===== config.mk =====
export PLATFORM = sky130hd
export DESIGN_NAME = msbs_front
export DESIGN_NICKNAME = d
export VERILOG_FILES = /design/src/hw/rtl/assert_macros.svh /design/src/hw/rtl/msbs_pkg.sv /design/src/hw/rtl/msbs_front.sv
export SDC_FILE = /design/constraint.sdc
export NUM_CORES = 1
export LEC_CHECK = 0
export ABC_AREA = 1
export ABC_CLOCK_PERIOD_IN_PS = 5300
export BUFFER_PORTS_ARGS = -buffer_cell sky130_fd_sc_hd__buf_2
export CORE_ASPECT_RATIO = 0.5
export CORE_MARGIN = 8
export CORE_UTILIZATION = 50
export CTS_BUF_LIST = sky130_fd_sc_hd__clkbuf_16
export CTS_CLUSTER_SIZE = 25
export DETAILED_ROUTE_END_ITERATION = 16
export PLACE_DENSITY = 0.76
export SYNTH_ARGS = -nofsm -noshare
export SYNTH_HDL_FRONTEND = slang
export SYNTH_SLANG_ARGS = --single-unit

===== constraint.sdc =====
create_clock -name i_clk -period 5.3 [get_ports i_clk]
set_clock_uncertainty 0.15 [all_clocks]
set_input_delay 0.265 -clock i_clk [delete_from_list [all_inputs] [get_ports i_clk]]
set_output_delay 0.265 -clock i_clk [all_outputs]
set_load 0.005 [all_outputs]

===== src/hw/rtl/assert_macros.svh =====
// ----------------------------------------------------------------------------
// Assertion macros for the RTL of the message stack (included by msbs_back).
// Assertions compile away when SYNTHESIS is defined.
// ----------------------------------------------------------------------------
`ifndef ASSERT_MACROS_SVH
`define ASSERT_MACROS_SVH
`ifndef SYNTHESIS
`define MSBS_ASSERT(lbl, clk, rst_n, prop, msg) \
    lbl: assert property (@(posedge clk) disable iff (!rst_n) prop) else $error(msg);
`define MSBS_ASSERT_NEXT(lbl, clk, rst_n, trig, cons, msg) \
    lbl: assert property (@(posedge clk) disable iff (!rst_n) trig |=> cons) else $error(msg);
`else
`define MSBS_ASSERT(lbl, clk, rst_n, prop, msg)
`define MSBS_ASSERT_NEXT(lbl, clk, rst_n, trig, cons, msg)
`endif
`endif


===== src/hw/rtl/msbs_pkg.sv =====
// ----------------------------------------------------------------------------
// msbs_pkg
// Types and codes shared by the front end and the executor of the
// message stack.
// ----------------------------------------------------------------------------
package msbs_pkg;

    localparam int BYTE_W = 8;
    localparam int CNT_W  = 7;
    localparam int MLEN_W = 8;
    localparam int ST_W   = 2;

    localparam logic OP_WRITE = 1'b0;
    localparam logic OP_READ  = 1'b1;

    localparam logic [ST_W-1:0] ST_OK       = 2'd0;
    localparam logic [ST_W-1:0] ST_TOO_LONG = 2'd1;
    localparam logic [ST_W-1:0] ST_FULL     = 2'd2;
    localparam logic [ST_W-1:0] ST_EMPTY    = 2'd3;

    // One classified command as it sits in the queue between front and back.
    typedef struct packed {
        logic              op;
        logic              first;
        logic              last;
        logic              too_long;
        logic [CNT_W-1:0]  cap;
        logic [BYTE_W-1:0] data;
        logic [CNT_W-1:0]  limit;
    } t_cmd;

endpackage


===== src/hw/rtl/msbs_front.sv =====
// ----------------------------------------------------------------------------
// msbs_front
// Accepts input items, classifies them into commands and queues them
// in a two-entry queue for the executor.
// ----------------------------------------------------------------------------
module msbs_front import msbs_pkg::*; #(
    parameter int MAX_MESSAGE = 64
) (
    input  logic              i_clk,
    input  logic              i_rst_n,
    input  logic              i_in_valid,
    output logic              o_in_stall,
    input  logic              i_kind,
    input  logic [BYTE_W-1:0] i_data_byte,
    input  logic [MLEN_W-1:0] i_message_length,
    input  logic              i_first_of_message,
    input  logic              i_last_of_message,
    input  logic [CNT_W-1:0]  i_read_limit,
    output logic              o_q_valid,
    output t_cmd              o_q_cmd,
    input  logic              i_q_pop
);

    t_cmd       r_buf [2];
    logic       r_wr_ptr, n_wr_ptr;
    logic       r_rd_ptr, n_rd_ptr;
    logic [1:0] r_count, n_count;
    t_cmd       c_cmd;
    logic       push;

    // The too-long check is decided here; the back end gets its flag along with the
    // effective byte cap of the message.
    always_comb begin
        c_cmd.op       = (i_kind == OP_READ) ? OP_READ : OP_WRITE;
        c_cmd.first    = i_first_of_message;
        c_cmd.last     = i_last_of_message;
        c_cmd.too_long = i_message_length > MLEN_W'(MAX_MESSAGE);
        c_cmd.cap      = c_cmd.too_long ? CNT_W'(MAX_MESSAGE) : CNT_W'(i_message_length);
        c_cmd.data     = i_data_byte;
        c_cmd.limit    = i_read_limit;
    end

    assign o_in_stall = (r_count == 2'd2);
    assign push       = i_in_valid && !o_in_stall;
    assign o_q_valid  = (r_count != 2'd0);
    assign o_q_cmd    = r_buf[r_rd_ptr];

    always_comb begin
        n_wr_ptr = push ? ~r_wr_ptr : r_wr_ptr;
        n_rd_ptr = i_q_pop ? ~r_rd_ptr : r_rd_ptr;
        n_count  = r_count + {1'b0, push} - {1'b0, i_q_pop};
    end

    always_ff @(posedge i_clk) begin
        if (!i_rst_n) begin
            r_wr_ptr <= 1'b0;
            r_rd_ptr <= 1'b0;
            r_count  <= 2'd0;
        end else begin
            r_wr_ptr <= n_wr_ptr;
            r_rd_ptr <= n_rd_ptr;
            r_count  <= n_count;
        end
    end

    always_ff @(posedge i_clk) begin
        if (push) begin
            r_buf[r_wr_ptr] <= c_cmd;
        end
    end

endmodule


==> results.yml <==
yosys:
  synthTopCellsByCount: "52 x edfxtp_1, 21 x nor2_1, 20 x mux2_4"
  synth-edff-count: 52
  ys_ff_latch: 57
  synth-seq-area-share_pct: 72.4
  synth.net_count: 169
  ys_types: 13
  avgSynthCellArea_um2: 16.7
  yosysMostFrequentCell: "edfxtp_1"
  synthCells: 137
  synth_top_area_share_pct: 68.0
  synthTopCellsByArea: "edfxtp_1 68%, mux2_4 13%, dfxtp_1 4.4%, nor2_1 3.4%, mux2_2 2.9%"
  synth_warnings: 0
  synthArstFlopShare_pct: 0
  synth_flop_cell: "edfxtp_1"
  synth_top_cell_by_area: "edfxtp_1"
  syn-cell-area_um2: 2290
placement:
  io_buffers: 57
  globalplace.congestion: 0.677
  numPlacedInstances: 249
  dpl.hpwl_um: 2670
detailed_routing:
  drc_errors: 0
  via_per_inst: 4.51
  drtIter0Drc: 38
  routed_wl_um: 4070
  first_pass_iters: 4
  wl_per_cell_um: 14.4
  vias: 1277
  ant_nets: 0
final_layout:
  instances_no_fill: 283
  n_fill_cell: 279
  fin_nets: 253
  area_growth_pct: 34.1
  antenna_cells: 0
  drive_above_1_share_pct: 45.1
die:
  die-area_um2: 7140
  initial_utilization_pct: 52.1
  dieHeight_um: 63.9
  io_pins: 58
  die_x_um: 112
  core_area_um2: 4400
  row_count: 17
run_status:
  status: "finished clean"
clock_network:
  path_clk_slew_ns: 0.05
  cts_root_buf: "clkbuf_16"
  clock_sinks: 57
  clock_latency_ns: 0.32
  h-tree-depth: 3
  cts_buffer_depth: 2
  cts_tree: "built"
  postCtsSetupBuffers: 0
  cts_buffers: 9
setup_path:
  r2r_end: "r_buf[1][25]$_DFFE_PP_"
  required_ns: 4.89
  worst_ep_arrival_time_ns: 1.72
  endpoint_kind: "primary output"
  path_class: "reg -> out"
  start_kind: "register"
  reg2reg_from: "r_count[1]$_SDFF_PN0_"
  crit_path_end: "o_q_cmd[0]"
  r2r_setup_slack_ns: 3.30
  cp_max_fo: 26
  reg2reg_depth: 5
sta:
  hold_viol: 0
  fin_tns_setup_ns: 0
  setup_viol: 0
  hold_ws_ns: 0.0376
  grt_setup_unrepaired: "false"
  max_freq_mhz: 468
  worst_slew_pin_slew_ns: 0.989
  slew_viol_final: 0
  min_period_over_period_pct: 40.3
  slew_headroom_pct: 34.0
  period_minus_slack_ns: 2.13
grt:
  grtUsageMet3_pct: 7.58
  busiest_layer: "met2"
  grt_pass1_wl_um: 6730
  antenna_found_initial: 0
  gr-usage-all-layers_pct: 12.5
  grt_max_degree: 27
  grt_pass1_vias: 1490
  grt_overflow_total: 0
  use_met1_pct: 11.3
  grt.met2_usage_pct: 22.0
run:
  cap_violations: 0
power:
  p_leak_uw: 0.00131
  ir_drop_mv: 0.289
  power.total_uw: 1240
  p_per_area_nw_per_um2: 403
worst_hold_path:
  hold_path_class: "in -> reg"
-- cells in the final DEF (no fill, tap or decap), types with 2 or more instances in the layout --
cell type      Yosys  final
mux2_2             6      6
clkinv_2           0      4
buf_2              0     57
nand2_1           10     10
edfxtp_1          52     52
nor2_1            21     20
ha_1               2      2
inv_1             15     15
clkbuf_16          0      9
dfxtp_1            5      4
mux2_4            20     20
dlygate4sd3_1      0     18
-- metal layers --
metal | part of all wire, % | up-vias
met5 | 0 | -
met4 | 1.6 | 0
met3 | 8.4 | 7
met2 | 52 | 36
met1 | 38 | 583
li1 | - | 651
-- worst min path at each step --
| stage | startpoint | endpoint | slack [ns] | depth (start not counted) |
|---|---|---|---|---|
| after floorplan | i_rst_n | r_count[0]$_SDFF_PN0_ | 0.21 | 2 |
| after CTS | i_rst_n | r_count[0]$_SDFF_PN0_ | 0.02 | 3 |
| final | i_rst_n | r_count[0]$_SDFF_PN0_ | 0.04 | 3 |
| after global placement | i_data_byte[0] | r_buf[0][7]$_DFFE_PP_ | 0.30 | 1 |
| after detailed placement | i_read_limit[4] | r_buf[1][4]$_DFFE_PP_ | 0.31 | 1 |
| after global routing | i_rst_n | r_count[0]$_SDFF_PN0_ | 0.04 | 3 |
-- sequential cells by signal, indices dropped and copies added, names as in the netlist, named ones only --
name / cells
r_wr_ptr: 1
r_rd_ptr: 1
r_count: 2
r_buf: 52
-- cell families after synthesis --
logic type               count (synthesis)  share of synthesized area [%]
flip-flops                              57                           72.4
multiplexers                            26                           16.0
AND/OR/NAND/NOR                         33                           5.56
buffers and inverters                   18                           4.69
AO/OA/AOI/OAI                            1                          0.218
adder cells (fa/ha/maj)                  2                           1.09
-- stage by stage --
step	utilization [%]	area [um2]	setup slack, ns
3_5_place_dp	59.3	2610	3.28
5_1_grt	69.9	3080	3.08
3_3_place_gp	59.3	2610	3.35
4_1_cts	69.9	3080	3.12
6_report	69.9	3080	3.17
2_1_floorplan	-	2290	3.00
-- area by class of cell --
cell class                      instances  area (um2)  share of cell area (%)
Tap cell                               57        71.3                    2.32
Inverter                               15        56.3                    1.83
Sequential cell                        57        1660                    54.0
Multi-Input combinational cell         62         528                    17.2
Clock buffer                            9         225                    7.32
Timing Repair Buffer                   76         473                    15.4
Clock inverter                          7        61.3                    1.99
-- timing repair --
item,CTS,global route
hold endpoints to repair,36,0
hold buffers,18,0
gates resized for setup,0,0
-- report_power, final --
part           switching (uW)  internal [uW]
clock                     187            357
combinational            62.2           78.6
sequential               18.3            538
total                     268            974
-- critical path: stages, from the launching register on --
cell,delay (ns)
dfxtp_2,0.84
mux2_2,0.41
buf_2,0.13
No activity file was read; power rests on OpenSTA's default activity.
